**config.mk**
```make
export PLATFORM = sky130hd
export DESIGN_NAME = binary16_float_adder
export DESIGN_NICKNAME = d
export VERILOG_FILES = /design/src/rtl/b16fadd_pkg.sv /design/src/rtl/binary16_float_adder.sv
export SDC_FILE = /design/constraint.sdc
export NUM_CORES = 1
export LEC_CHECK = 0
export BUFFER_PORTS_ARGS = -buffer_cell sky130_fd_sc_hd__buf_2
export CAP_MARGIN = 0
export CORE_ASPECT_RATIO = 0.75
export CORE_MARGIN = 2
export CORE_UTILIZATION = 37
export CTS_CLUSTER_SIZE = 14
export DETAILED_ROUTE_END_ITERATION = 16
export REMOVE_ABC_BUFFERS = 1
export SYNTH_ARGS = -nofsm -noshare
export SYNTH_HDL_FRONTEND = slang
export SYNTH_SLANG_ARGS = --single-unit
```
**constraint.sdc**
```tcl
create_clock -name i_clk -period 13.05 [get_ports i_clk]
set_input_delay 1.305 -clock i_clk [delete_from_list [all_inputs] [get_ports i_clk]]
set_output_delay 1.305 -clock i_clk [all_outputs]
set_load 0.01 [all_outputs]
```
**src/rtl/b16fadd_pkg.sv**
```systemverilog
// b16fadd_pkg: constants, stage payload types and helpers for the binary16 adder
// no dependencies; imported by binary16_float_adder
`timescale 1ns / 1ps

package b16fadd_pkg;

    // binary16 layout
    localparam int C_EXP_W  = 5;
    localparam int C_FRAC_W = 10;
    localparam int C_MANT_W = C_FRAC_W + 1;            // with hidden bit
    localparam int C_EXTRA  = 3;                       // guard, round, sticky
    localparam int C_ALN_W  = C_MANT_W + C_EXTRA;      // aligned mantissa
    localparam int C_SUM_W  = C_ALN_W + 1;             // with carry

    localparam logic [C_EXP_W-1:0] C_EXP_ONES = 5'h1F;
    localparam logic [15:0]        C_QNAN     = 16'h7C01;
    localparam logic [14:0]        C_MAG_INF  = 15'h7C00;

    // first stage: sorted operands and special result
    typedef struct packed {
        logic                special;
        logic [15:0]         spec_val;
        logic                sign;
        logic                same;
        logic [C_EXP_W-1:0]  exp_big;
        logic [C_MANT_W-1:0] mant_big;
        logic [C_MANT_W-1:0] mant_small;
        logic [C_EXP_W-1:0]  diff;
    } t_s1;

    // second stage: raw sum or difference
    typedef struct packed {
        logic               special;
        logic [15:0]        spec_val;
        logic               sign;
        logic               same;
        logic [C_EXP_W-1:0] exp_big;
        logic [C_SUM_W-1:0] sum;
    } t_s2;

    // third stage: normalised mantissa with guard bits
    typedef struct packed {
        logic               special;
        logic [15:0]        spec_val;
        logic               sign;
        logic               same;
        logic               zero;
        logic [C_EXP_W-1:0] exp;
        logic [C_ALN_W-1:0] mant;
    } t_s3;

    // leading zero count of a nonzero aligned mantissa
    function automatic logic [3:0] lead_zeros(input logic [C_ALN_W-1:0] v);
        logic [3:0] lz;
        lz = 4'(C_ALN_W - 1);
        for (int i = 0; i < C_ALN_W; i++) begin
            if (v[i]) begin
                lz = 4'(C_ALN_W - 1 - i);
            end
        end
        return lz;
    endfunction

endpackage

```
**src/rtl/binary16_float_adder.sv**
```systemverilog
// binary16_float_adder: pipelined IEEE 754 half-precision adder
// depends on b16fadd_pkg for layout constants, stage types and leading zero count
// result path: an accepted request passes through r_s1, r_s2, r_s3 and r_out before result valid on the master side
// throughput: one request per cycle; a stage holds only while the one after it is full and stalled
// stages: sort/classify, align/add, normalise, round/pack into the output register
// reset: synchronous active low, clears all stage valid bits; payloads are not reset
`timescale 1ns / 1ps

module binary16_float_adder (
    input  logic        i_clk,
    input  logic        i_rst_n,
    input  logic        s_axis_tvalid,
    output logic        s_axis_tready,
    input  logic [31:0] s_axis_tdata,   // [15:0] operand_a, [31:16] operand_b
    output logic        m_axis_tvalid,
    input  logic        m_axis_tready,
    output logic [15:0] m_axis_tdata    // [15:0] sum_bits
);

    import b16fadd_pkg::*;

    logic r_v1, r_v2, r_v3, r_v4;
    t_s1  r_s1, n_s1;
    t_s2  r_s2, n_s2;
    t_s3  r_s3, n_s3;
    logic [15:0] r_out, n_out;

    logic w_rdy1, w_rdy2, w_rdy3, w_rdy4;

    // stage ready chain, bubbles collapse
    assign w_rdy4        = !r_v4 || m_axis_tready;
    assign w_rdy3        = !r_v3 || w_rdy4;
    assign w_rdy2        = !r_v2 || w_rdy3;
    assign w_rdy1        = !r_v1 || w_rdy2;
    assign s_axis_tready = w_rdy1;
    assign m_axis_tvalid = r_v4;
    assign m_axis_tdata  = r_out;

    // stage 1: classify specials, order by magnitude
    logic [15:0]         w_a, w_b, w_big, w_small;
    logic                w_nan_a, w_nan_b, w_inf_a, w_inf_b;
    logic [C_EXP_W-1:0]  w_eb, w_es;

    always_comb begin
        w_a     = s_axis_tdata[15:0];
        w_b     = s_axis_tdata[31:16];
        w_nan_a = (w_a[14:10] == C_EXP_ONES) && (w_a[9:0] != '0);
        w_nan_b = (w_b[14:10] == C_EXP_ONES) && (w_b[9:0] != '0);
        w_inf_a = (w_a[14:0] == C_MAG_INF);
        w_inf_b = (w_b[14:0] == C_MAG_INF);

        n_s1.special  = w_nan_a || w_nan_b || w_inf_a || w_inf_b;
        if (w_nan_a || w_nan_b) begin
            n_s1.spec_val = C_QNAN;
        end else if (w_inf_a && w_inf_b) begin
            n_s1.spec_val = (w_a == w_b) ? w_a : C_QNAN;
        end else if (w_inf_a) begin
            n_s1.spec_val = w_a;
        end else begin
            n_s1.spec_val = w_b;
        end

        if (w_a[14:0] > w_b[14:0]) begin
            w_big   = w_a;
            w_small = w_b;
        end else begin
            w_big   = w_b;
            w_small = w_a;
        end

        // exponent field of zero means exponent one without hidden bit
        w_eb = (w_big[14:10] == '0)   ? C_EXP_W'(1) : w_big[14:10];
        w_es = (w_small[14:10] == '0) ? C_EXP_W'(1) : w_small[14:10];

        n_s1.sign       = w_big[15];
        n_s1.same       = (w_a[15] == w_b[15]);
        n_s1.exp_big    = w_eb;
        n_s1.mant_big   = {(w_big[14:10] != '0), w_big[9:0]};
        n_s1.mant_small = {(w_small[14:10] != '0), w_small[9:0]};
        n_s1.diff       = w_eb - w_es;
    end

    // stage 2: align smaller operand with sticky, then add or subtract
    logic [C_ALN_W-1:0] w_ms_ext, w_lost_mask, w_aligned;
    logic [C_SUM_W-1:0] w_mb_sum, w_al_sum;

    always_comb begin
        w_ms_ext    = {r_s1.mant_small, {C_EXTRA{1'b0}}};
        w_lost_mask = ~({C_ALN_W{1'b1}} << r_s1.diff[3:0]);
        if (r_s1.diff[4]) begin
            w_aligned = {{(C_ALN_W-1){1'b0}}, (r_s1.mant_small != '0)};
        end else begin
            w_aligned = (w_ms_ext >> r_s1.diff[3:0])
                      | {{(C_ALN_W-1){1'b0}}, ((w_ms_ext & w_lost_mask) != '0)};
        end
        w_mb_sum = {1'b0, r_s1.mant_big, {C_EXTRA{1'b0}}};
        w_al_sum = {1'b0, w_aligned};

        n_s2.special  = r_s1.special;
        n_s2.spec_val = r_s1.spec_val;
        n_s2.sign     = r_s1.sign;
        n_s2.same     = r_s1.same;
        n_s2.exp_big  = r_s1.exp_big;
        n_s2.sum      = r_s1.same ? (w_mb_sum + w_al_sum) : (w_mb_sum - w_al_sum);
    end

    // stage 3: normalise, left shift limited by the exponent
    logic [3:0]         w_lz, w_sh;
    logic [C_EXP_W-1:0] w_emax;

    always_comb begin
        w_lz   = lead_zeros(r_s2.sum[C_ALN_W-1:0]);
        w_emax = r_s2.exp_big - C_EXP_W'(1);
        w_sh   = ({1'b0, w_lz} < w_emax) ? w_lz : w_emax[3:0];

        n_s3.special  = r_s2.special;
        n_s3.spec_val = r_s2.spec_val;
        n_s3.sign     = r_s2.sign;
        n_s3.same     = r_s2.same;
        n_s3.zero     = (r_s2.sum == '0);
        if (r_s2.sum[C_SUM_W-1]) begin
            // carry out: one right shift keeping the sticky bit
            n_s3.mant = r_s2.sum[C_SUM_W-1:1] | {{(C_ALN_W-1){1'b0}}, r_s2.sum[0]};
            n_s3.exp  = r_s2.exp_big + C_EXP_W'(1);
        end else begin
            n_s3.mant = r_s2.sum[C_ALN_W-1:0] << w_sh;
            n_s3.exp  = r_s2.exp_big - C_EXP_W'(w_sh);
        end
    end

    // stage 4: round to nearest even, pack, overflow to infinity
    logic [2:0]          w_grs;
    logic [C_MANT_W-1:0] w_q, w_q2;
    logic [C_MANT_W:0]   w_q1;
    logic                w_up;
    logic [C_EXP_W:0]    w_e2;
    logic [14:0]         w_mag;

    always_comb begin
        w_grs = r_s3.mant[C_EXTRA-1:0];
        w_q   = r_s3.mant[C_ALN_W-1:C_EXTRA];
        w_up  = (w_grs > 3'd4) || ((w_grs == 3'd4) && w_q[0]);
        w_q1  = {1'b0, w_q} + {{C_MANT_W{1'b0}}, w_up};
        if (w_q1[C_MANT_W]) begin
            w_q2 = w_q1[C_MANT_W:1];
            w_e2 = {1'b0, r_s3.exp} + (C_EXP_W+1)'(1);
        end else begin
            w_q2 = w_q1[C_MANT_W-1:0];
            w_e2 = {1'b0, r_s3.exp};
        end
        w_mag = {w_e2[C_EXP_W-1:0] - C_EXP_W'(1), {C_FRAC_W{1'b0}}}
              + {4'b0, w_q2};

        if (r_s3.special) begin
            n_out = r_s3.spec_val;
        end else if (r_s3.zero) begin
            // exact cancellation gives +0, equal-signed zeros keep their sign
            n_out = r_s3.same ? {r_s3.sign, 15'b0} : 16'h0000;
        end else if (w_e2 >= (C_EXP_W+1)'(C_EXP_ONES)) begin
            n_out = {r_s3.sign, C_MAG_INF};
        end else begin
            n_out = {r_s3.sign, w_mag};
        end
    end

    // valid bits
    always_ff @(posedge i_clk) begin
        if (!i_rst_n) begin
            r_v1 <= 1'b0;
            r_v2 <= 1'b0;
            r_v3 <= 1'b0;
            r_v4 <= 1'b0;
        end else begin
            if (w_rdy1) r_v1 <= s_axis_tvalid;
            if (w_rdy2) r_v2 <= r_v1;
            if (w_rdy3) r_v3 <= r_v2;
            if (w_rdy4) r_v4 <= r_v3;
        end
    end

    // stage payloads
    always_ff @(posedge i_clk) begin
        if (w_rdy1) r_s1  <= n_s1;
        if (w_rdy2) r_s2  <= n_s2;
        if (w_rdy3) r_s3  <= n_s3;
        if (w_rdy4) r_out <= n_out;
    end

endmodule
```
* Yosys cells after proc, flatten, opt, wreduce, memory -nomap -nowiden
Cells that the tools add are included.
Storage, ports and cells: word-level logic and storage cells 109, register bits after elaboration 149, output and inout port bits 18
Operators by class: shift operators 3, bitwise logic cells 4, mux-type cells 30, reductions and logical operators 25, order comparisons 4, equality and inequality tests 7, add/sub/neg operators 10
Operators by type and width (count):
- 2-to-1 mux 16 bit | 7
- 2-to-1 mux 4 bit | 13
- 2-to-1 mux 15 bit | 3
- == test 15 bit (second input constant) | 2
- OR 14 x 1 -> 14 bit | 2
- nonzero test 10 bit | 2
- 2-to-1 mux 19 bit | 1
- == test 16 bit | 1
- adder 14 x 14 -> 15 bit | 1
- adder 15 x 11 -> 15 bit | 1
- > comparator 15 bit | 1
- logical NOT 15 bit | 1
- subtractor 14 x 14 -> 15 bit | 1
- AND 14 bit | 1
- 2-to-1 mux 14 bit | 1
- NOT 14 bit | 1
- nonzero test 14 bit | 1
- << shifter 14 x 4 -> 14 bit | 1
- << shifter 14 x 4 -> 14 bit (first input constant) | 1
- >> shifter 14 x 4 -> 14 bit | 1
- adder 11 x 1 -> 12 bit | 1
- 2-to-1 mux 11 bit | 1
- nonzero test 11 bit | 1
- == test 5 bit (second input constant) | 2
- other kinds (18) | 35

* Logic depth before layout (Yosys ltp)
Gate-level depths: netlist of the first run.
depth after elaboration 17, gate-level depth with buffers 21, depth with buffers taken out 19

* Least setup slack after synthesis of the first run
No wires, ideal clock.
kind input to register, from in s_axis_tdata[17], to reg r_s1[4] in the netlist's numbering, data pin, slack 8.528 ns, required time 12.792 ns, cell stages on the path 17, arrival 4.265 ns, cell sequence inv_1 > ha_1 > nor2b_1 > o21a_1 > o21a_1 > o21a_1 > o21a_1 > o2111ai_1 > a41oi_1 > buf_2 > mux2_2 > ha_1 > fa_1 > inv_1 > a21o_1 > a21oi_1 > xnor2_1
RTL lines:
- start, declared | RTL line binary16_float_adder.sv:14 | input logic [31:0] s_axis_tdata,
- end signal, assigned | RTL line binary16_float_adder.sv:183 | if (w_rdy1) r_s1 <= n_s1;
- end, declared | RTL line binary16_float_adder.sv:23 | t_s1 r_s1, n_s1;

==> results.sh, run 1 <==
export IMPL_run_status="finished clean"
export IMPL_r2r_worst_path_cells=18
export IMPL_final_cell_area_um2=10640
export IMPL_timing_final_setup_violations=0
export IMPL_post_syn_instances=863
export IMPL_hold_path_depth=0
export IMPL_cts_tree="built"
export IMPL_cp_data_required_time_ns=13.23
export IMPL_final_max_slew_viol_count=0
export IMPL_slew_headroom_pct=29.07
export IMPL_p_leak_nw=4.219
export IMPL_grt_setup_unrepaired="no"
export IMPL_min_delay_worst_type="reg2reg"
export IMPL_detail_route_antenna_nets=0
export IMPL_final_min_clock_period_ns=4.495
export IMPL_dpl_hpwl_um=15880
export IMPL_worst_pin_slew_ns=1.034
export IMPL_cts_root_buf="sky130_fd_sc_hd__clkbuf_16"
export IMPL_grt_pass1_vias=6276
export IMPL_r2r_slack_ns=8.56
export IMPL_detailroute_via_count=6724
export IMPL_pwr_density_cell_nw_per_um2=201.6
export IMPL_min_from="n_s2[29]$_SDFFCE_PP0P_"
export IMPL_syn_area_um2=9478
export IMPL_worst_setup_path_end_kind="flop"
export IMPL_wirelength_um=21120
export IMPL_post_cts_resized=0
export IMPL_floorplan_die_area_um2=26930
export IMPL_global_route_wire_length_before_repair_um=34470
export IMPL_starting_density_pct=37.78
export IMPL_die_height_um=142.6
export IMPL_antenna_violations_before_repair=0
export IMPL_overflow=0
export IMPL_finClkSkew_ns=0.01078
export IMPL_insertion_delay_ns=0.43
export IMPL_final_cell_count_no_fill=1265
export IMPL_core_region_area_um2=25090
export IMPL_setup_worst_path_class="reg2reg"
export IMPL_asyncSetResetFlopFracSynth_pct=0
export IMPL_achievable_frequency_mhz=222.5
export IMPL_vdd_ir_drop_max_mv=0.08584
export IMPL_detail_route_iter0_violations=742
export IMPL_synth_enable_flop_cells=145
export IMPL_synth_seq_area_share_pct=46.79
export IMPL_cp_start_kind="flop"
export IMPL_period_share_pct=34.44
export IMPL_antenna_diode_count=0
export IMPL_rows=50
export IMPL_ys_warnings_count=0
export IMPL_synth_largest_area_cell="sky130_fd_sc_hd__edfxtp_1"
export IMPL_synth_top_cells_by_area="sky130_fd_sc_hd__edfxtp_1 46%, sky130_fd_sc_hd__ha_1 7.5%, sky130_fd_sc_hd__mux2i_1 4.2%"
export IMPL_cts_hold_buffers=0
export IMPL_timing_max_cap_violations=0
export IMPL_whs_endpoint="n_s3[29]$_DFFE_PP_"
export IMPL_crit_arrival_ns=4.67
export IMPL_area_growth_synth_to_final_pct=12.29
export IMPL_wl_per_cell_um=16.69
export IMPL_finalHoldViolCount=0
export IMPL_postCtsSetupBuffers=0
export IMPL_yosysTopAreaCellShare_pct=45.94
export IMPL_pin_count=54
export IMPL_fillers=2342
export IMPL_finish_net_count=1010
export IMPL_layout_cells_most_common_list="145 x sky130_fd_sc_hd__edfxtp_1, 76 x sky130_fd_sc_hd__nand2_1, 69 x sky130_fd_sc_hd__inv_1, 57 x sky130_fd_sc_hd__ha_1, 56 x sky130_fd_sc_hd__nor2_1"
export IMPL_num_cts_buffers=17
export IMPL_grt_util_all_layers_pct=16.48
export IMPL_via_per_inst=5.315
export IMPL_layout_commonest_cell="sky130_fd_sc_hd__edfxtp_1"
export IMPL_regToRegEndpoint="r_s3[18]$_DFFE_PP_"
export IMPL_die_w_um=188.8
export IMPL_routabilityCongestion=0.8750
export IMPL_postSynth_topFlopCell="sky130_fd_sc_hd__edfxtp_1"
export IMPL_cts_root_to_sink_buffers=2
export IMPL_worst_r2r_startpoint="r_s2[9]$_DFFE_PP_"
export IMPL_critPathMaxFanout=22
export IMPL_dpl_instance_area_um2=10090
export IMPL_drc_violations=0
export IMPL_portBuffers=53
export IMPL_layout_drive_gt1_share_pct=16.83
export IMPL_fin_tns_setup_ns=0
export IMPL_yosysUniqueCellTypes=80
export IMPL_numPlacedInstances=1233
export IMPL_dr_pass1_iters=5
export IMPL_clk_transition_reported_paths_ns=0.06
export IMPL_ys_ff_latch=149
export IMPL_total_number_of_h_tree_levels=4
export IMPL_post_synth_cell_area_avg_um2=10.98
export IMPL_cts_num_sinks=149
export IMPL_grt_start_max_net_pins=52
==> cell usage after synthesis, types with 3 or more instances <==
library cell and number:
sky130_fd_sc_hd__nand2b_1 11, sky130_fd_sc_hd__o21bai_1 3, sky130_fd_sc_hd__and2_1 11, sky130_fd_sc_hd__or3_1 4
sky130_fd_sc_hd__nand4_1 11, sky130_fd_sc_hd__o31ai_1 6, sky130_fd_sc_hd__buf_2 9, sky130_fd_sc_hd__o21a_1 12
sky130_fd_sc_hd__nor3b_1 5, sky130_fd_sc_hd__or2_2 4, sky130_fd_sc_hd__a21oi_1 37, sky130_fd_sc_hd__a221o_1 4
sky130_fd_sc_hd__nor2_1 56, sky130_fd_sc_hd__nand2_1 77, sky130_fd_sc_hd__xnor2_1 26, sky130_fd_sc_hd__nand3_1 13
sky130_fd_sc_hd__xor2_1 10, sky130_fd_sc_hd__nor2b_1 11, sky130_fd_sc_hd__a221oi_1 3, sky130_fd_sc_hd__mux2_2 35
sky130_fd_sc_hd__buf_6 5, sky130_fd_sc_hd__nor4b_1 3, sky130_fd_sc_hd__nor4_1 8, sky130_fd_sc_hd__inv_1 69
sky130_fd_sc_hd__mux2i_1 40, sky130_fd_sc_hd__a21o_1 15, sky130_fd_sc_hd__dfxtp_1 4, sky130_fd_sc_hd__fa_1 3
sky130_fd_sc_hd__nor3b_2 3, sky130_fd_sc_hd__or4_1 4, sky130_fd_sc_hd__clkinv_1 3, sky130_fd_sc_hd__a211oi_1 6
sky130_fd_sc_hd__ha_1 57, sky130_fd_sc_hd__o21ai_0 41, sky130_fd_sc_hd__clkbuf_1 13, sky130_fd_sc_hd__a22o_1 6
sky130_fd_sc_hd__mux4_2 5, sky130_fd_sc_hd__a31oi_1 8, sky130_fd_sc_hd__nor3_1 15, sky130_fd_sc_hd__edfxtp_1 145
sky130_fd_sc_hd__and3_1 7, sky130_fd_sc_hd__a32oi_1 4
==> report_power, final <==
group | leakage, nW | internal, W | total, W | switching [W]
clock | 0.266 | 0.000263 | 0.000465 | 0.000202
sequential | 1.57 | 0.000686 | 0.000809 | 0.000124
combinational | 2.38 | 0.000396 | 0.000871 | 0.000475
total | 4.22 | 0.00134 | 0.00215 | 0.000801
==> flip-flops by register name, indices dropped and copies added (netlist names), 16 cells and up <==
| name | count |
|---|---|
| m_axis_tdata | 16 |
| n_s2 | 24 |
| n_s3 | 19 |
| r_s1 | 27 |
| r_s2 | 20 |
| r_s3 | 39 |
==> metal layers <==
layer	vias to the layer above	routed length (µm)	GRT usage (%)
li1	3318	-	-
met1	3209	10870	24.63
met2	183	8802	23.37
met3	14	1268	4.487
met4	0	178	4.112
met5	-	0	0
==> how the worst max path moves through the flow <==
stage,depth (start not counted),startpoint,end
after global placement,18,s_axis_tdata[17],r_s1[4]$_DFFE_PP_
after detailed placement,18,s_axis_tdata[17],r_s1[4]$_DFFE_PP_
final,18,r_s2[9]$_DFFE_PP_,r_s3[18]$_DFFE_PP_
after global routing,19,r_s2[15]$_DFFE_PP_,r_s3[18]$_DFFE_PP_
after floorplan,16,s_axis_tdata[17],r_s1[4]$_DFFE_PP_
after CTS,19,r_s2[15]$_DFFE_PP_,r_s3[18]$_DFFE_PP_
==> metrics by stage <==
step	util, %	power, W	hold slack, ns	setup slack [ns]
final	42.42	0.002145	0.4161	8.555
after global routing	42.42	0.002303	0.4218	8.248
after CTS	42.42	0.002153	0.4198	8.542
after detailed placement	40.20	0.001681	0.4045	8.177
after global placement	40.20	0.001678	0.4030	8.217
after floorplan	-	0.001450	0.4003	7.132
==> cell families after synthesis <==
logic type / count (synthesis) / share of synthesized area (%)
buffers and inverters: 100 / 4.475
AOI/OAI and AO/OA: 186 / 14.02
xor gates and xnor gates: 36 / 3.327
DFF: 149 / 46.79
adders and majority gates: 60 / 8.158
muxes: 82 / 9.861
and+or+nand+nor: 250 / 13.37
==> worst max-delay path: stages, from the launching register on <==
cell and delay [ns]:
sky130_fd_sc_hd__edfxtp_1 0.52, sky130_fd_sc_hd__nor4_1 0.40, sky130_fd_sc_hd__a21oi_1 0.17, sky130_fd_sc_hd__ha_1 0.32, sky130_fd_sc_hd__a21o_1 0.10, sky130_fd_sc_hd__a21oi_1 0.09, sky130_fd_sc_hd__or2_4 0.28, sky130_fd_sc_hd__a41oi_4 0.30
sky130_fd_sc_hd__mux2i_2 0.23, sky130_fd_sc_hd__buf_4 0.30, sky130_fd_sc_hd__inv_1 0.09, sky130_fd_sc_hd__ha_1 0.23, sky130_fd_sc_hd__xor2_1 0.16, sky130_fd_sc_hd__nor2_1 0.15, sky130_fd_sc_hd__ha_1 0.28, sky130_fd_sc_hd__a21o_1 0.17
sky130_fd_sc_hd__a21oi_1 0.16, sky130_fd_sc_hd__xor2_1 0.19, sky130_fd_sc_hd__xnor2_1 0.09
==> layout make-up <==
class,count,area (µm²),area share [%]
sequential,149,4434,41.66
inverter,72,270.3,2.539
clock inverter,14,127.6,1.199
multi-input combinational,614,4641,43.60
timing repair buffer,60,317.8,2.986
clock buffer,18,429.2,4.032
tap,338,422.9,3.974
Note: power is estimated with default switching activity, not from simulation.
==> inputs of run 2 (changes only) <==
==> constraint.sdc (replaced) <==
create_clock -name i_clk -period 3.81 [get_ports i_clk]
set_input_delay 0.381 -clock i_clk [delete_from_list [all_inputs] [get_ports i_clk]]
set_output_delay 0.381 -clock i_clk [all_outputs]
set_load 0.01 [all_outputs]
==> results.sh, run 2 (same netlist as run 1, synthesis figures left out) <==
export IMPL_p_leak_nw=4.566
export IMPL_worst_pin_slew_ns=0.8662
export IMPL_grt_start_max_net_pins=40
export IMPL_fin_hold_ws_ns=0.1826
export IMPL_achievable_frequency_mhz=267.3
export IMPL_vdd_ir_drop_max_mv=0.3591
export IMPL_core_region_area_um2=25090
export IMPL_num_cts_buffers=17
export IMPL_run_status="finished clean"
export IMPL_dpl_instance_area_um2=10470
export IMPL_wl_per_cell_um=16.67
export IMPL_regToRegEndpoint="r_s3[18]$_DFFE_PP_"
export IMPL_seq_power_share_pct=33.5
export IMPL_cts_tree="built"
export IMPL_finalHoldViolCount=0
export IMPL_power_report_internal_total_w=0.004925
export IMPL_final_core_utilization_pct=44.76
export IMPL_numPlacedInstances=1282
export IMPL_drc_violations=0
export IMPL_power_switching_w=0.002949
export IMPL_rows=50
export IMPL_floorplan_die_area_um2=26930
export IMPL_layout_commonest_cell="sky130_fd_sc_hd__edfxtp_1"
export IMPL_wirelength_um=22130
export IMPL_layout_cells_most_common_list="145 x sky130_fd_sc_hd__edfxtp_1, 76 x sky130_fd_sc_hd__nand2_1, 69 x sky130_fd_sc_hd__inv_1, 68 x sky130_fd_sc_hd__buf_4, 56 x sky130_fd_sc_hd__nor2_1"
export IMPL_cp_start_kind="flop"
export IMPL_cp_data_required_time_ns=3.99
export IMPL_r2r_worst_path_cells=22
export IMPL_worst_setup_path_end_kind="flop"
export IMPL_global_route_wire_length_before_repair_um=35600
export IMPL_portBuffers=53
export IMPL_fraction_of_power_consumed_by_combinational_cells_pct=44.9
export IMPL_final_critical_path_setup_slack_ns=0.06929
export IMPL_grt_setup_unrepaired="yes"
export IMPL_cts_root_buf="sky130_fd_sc_hd__clkbuf_16"
export IMPL_total_number_of_h_tree_levels=4
export IMPL_swShare_pct=37.45
export IMPL_detail_route_iter0_violations=593
export IMPL_grt_pass1_vias=6645
export IMPL_layout_drive_gt1_share_pct=23.26
export IMPL_critPathMaxFanout=3
export IMPL_antenna_diode_count=0
export IMPL_grt_util_all_layers_pct=16.95
export IMPL_insertion_delay_ns=0.43
export IMPL_r2r_slack_ns=0.07
export IMPL_period_share_pct=98.18
export IMPL_finClkSkew_ns=0.008254
export IMPL_pwr_density_cell_nw_per_um2=701.2
export IMPL_post_place_ws_ns=-0.07264
export IMPL_die_height_um=142.6
export IMPL_slew_headroom_pct=42.25
export IMPL_timing_max_cap_violations=0
export IMPL_cts_root_to_sink_buffers=2
export IMPL_max_reg_flops=39
export IMPL_finish_net_count=1072
export IMPL_clock_power_share_pct=21.7
export IMPL_detailroute_via_count=7013
export IMPL_dr_pass1_iters=5
export IMPL_setup_worst_path_class="reg2reg"
export IMPL_starting_density_pct=37.78
export IMPL_dpl_hpwl_um=16920
export IMPL_final_max_slew_viol_count=0
export IMPL_via_per_inst=5.285
export IMPL_final_cell_count_no_fill=1327
export IMPL_worst_r2r_startpoint="r_s2[9]$_DFFE_PP_"
export IMPL_whs_endpoint="r_v1$_SDFFE_PN0P_"
export IMPL_detail_route_antenna_nets=0
export IMPL_cts_hold_buffers=0
export IMPL_overflow=0
export IMPL_min_from="s_axis_tvalid"
export IMPL_hold_path_depth=3
export IMPL_routabilityCongestion=0.9036
export IMPL_cts_num_sinks=149
export IMPL_timing_final_setup_violations=0
export IMPL_die_w_um=188.8
export IMPL_final_cell_area_um2=11230
export IMPL_final_min_clock_period_ns=3.741
export IMPL_antenna_violations_before_repair=0
export IMPL_crit_arrival_ns=3.92
export IMPL_largest_register="r_s3"
export IMPL_min_delay_worst_type="in2reg"
export IMPL_pin_count=54
export IMPL_clk_transition_reported_paths_ns=0.07
export IMPL_area_growth_synth_to_final_pct=18.48
==> run 2: changes by cell type in the layout (fill, tap and decap cells not counted), moves of 3 or more <==
cell                       previous run  this run
sky130_fd_sc_hd__clkinv_4             5         0
sky130_fd_sc_hd__a21oi_1             37        34
sky130_fd_sc_hd__buf_4                7        68
sky130_fd_sc_hd__a21oi_2              0         3
sky130_fd_sc_hd__clkinv_8             0         4
sky130_fd_sc_hd__inv_8                0         3
==> run 2: area by class of cell <==
type,count,area (µm²)
fillers,2318,13860
multi-input cells,614,4697
flip-flops and latches,149,4434
repair buffers,122,795.8
clock buffers,17,425.4
well taps,338,422.9
inverters,72,270.3
clock inverters,15,183.9
==> run 2: worst max-delay path by stage <==
stage                            from            endpoint  slack, ns  depth (start not counted)
floorplan            s_axis_tdata[17]   r_s1[4]$_DFFE_PP_      -1.18                         16
global placement    r_s2[9]$_DFFE_PP_  r_s3[18]$_DFFE_PP_       0.02                         17
detailed placement  r_s2[9]$_DFFE_PP_  r_s3[18]$_DFFE_PP_      -0.07                         17
CTS                 r_s2[8]$_DFFE_PP_  r_s3[18]$_DFFE_PP_       0.02                         17
global route        r_s2[6]$_DFFE_PP_  r_s3[18]$_DFFE_PP_      -0.13                         19
finish              r_s2[9]$_DFFE_PP_  r_s3[18]$_DFFE_PP_       0.07                         22
==> run 2: power by group through the flow <==
stage                     Combinational, W  Clock [W]  Sequential, W
after floorplan                    0.00225          0        0.00272
after global placement             0.00340          0        0.00264
after detailed placement           0.00342          0        0.00265
after CTS                          0.00348    0.00174        0.00262
after global routing               0.00392    0.00181        0.00268
final                              0.00353    0.00171        0.00263
==> run 2: per-layer routing <==
| layer | track usage, % | up-vias | routed length, µm |
|---|---|---|---|
| li1 | - | 3444 | - |
| met1 | 24.85 | 3340 | 11060 |
| met2 | 25.33 | 209 | 9670 |
| met3 | 3.624 | 20 | 1155 |
| met4 | 4.441 | 0 | 239 |
| met5 | 0 | - | 0 |
==> run 2: timing repair <==
| action | in CTS | in global routing |
|---|---|---|
| gates resized for setup | 2 | 11 |
| setup buffers | 13 | 0 |
| pin swaps | 3 | 7 |
| endpoints found under the setup margin | 1 | 6 |
==> run 2: metrics by stage <==
stage / setup TNS, ns / power (W)
2_1_floorplan: -12.39 / 0.004968
3_3_place_gp: 0 / 0.006034
3_5_place_dp: -0.07264 / 0.006064
4_1_cts: 0 / 0.007839
5_1_grt: -0.1271 / 0.008403
6_report: 0 / 0.007874
==> run 2: critical path: stages, from the launching register on <==
cell                       delay (ns)
sky130_fd_sc_hd__edfxtp_1        0.45
sky130_fd_sc_hd__nor4_4          0.34
sky130_fd_sc_hd__a21oi_2         0.11
sky130_fd_sc_hd__buf_4           0.14
sky130_fd_sc_hd__buf_4           0.12
sky130_fd_sc_hd__buf_4           0.12
sky130_fd_sc_hd__buf_4           0.12
sky130_fd_sc_hd__buf_4           0.12
sky130_fd_sc_hd__buf_4           0.12
sky130_fd_sc_hd__buf_4           0.12
sky130_fd_sc_hd__buf_4           0.12
sky130_fd_sc_hd__buf_4           0.12
sky130_fd_sc_hd__buf_4           0.12
sky130_fd_sc_hd__buf_4           0.12
sky130_fd_sc_hd__inv_1           0.06
sky130_fd_sc_hd__mux2i_2         0.10
sky130_fd_sc_hd__nor3_2          0.14
sky130_fd_sc_hd__xor2_1          0.16
sky130_fd_sc_hd__nor2_1          0.07
sky130_fd_sc_hd__ha_1            0.31
sky130_fd_sc_hd__a21oi_2         0.14
sky130_fd_sc_hd__xor2_1          0.18
sky130_fd_sc_hd__xnor2_1         0.09
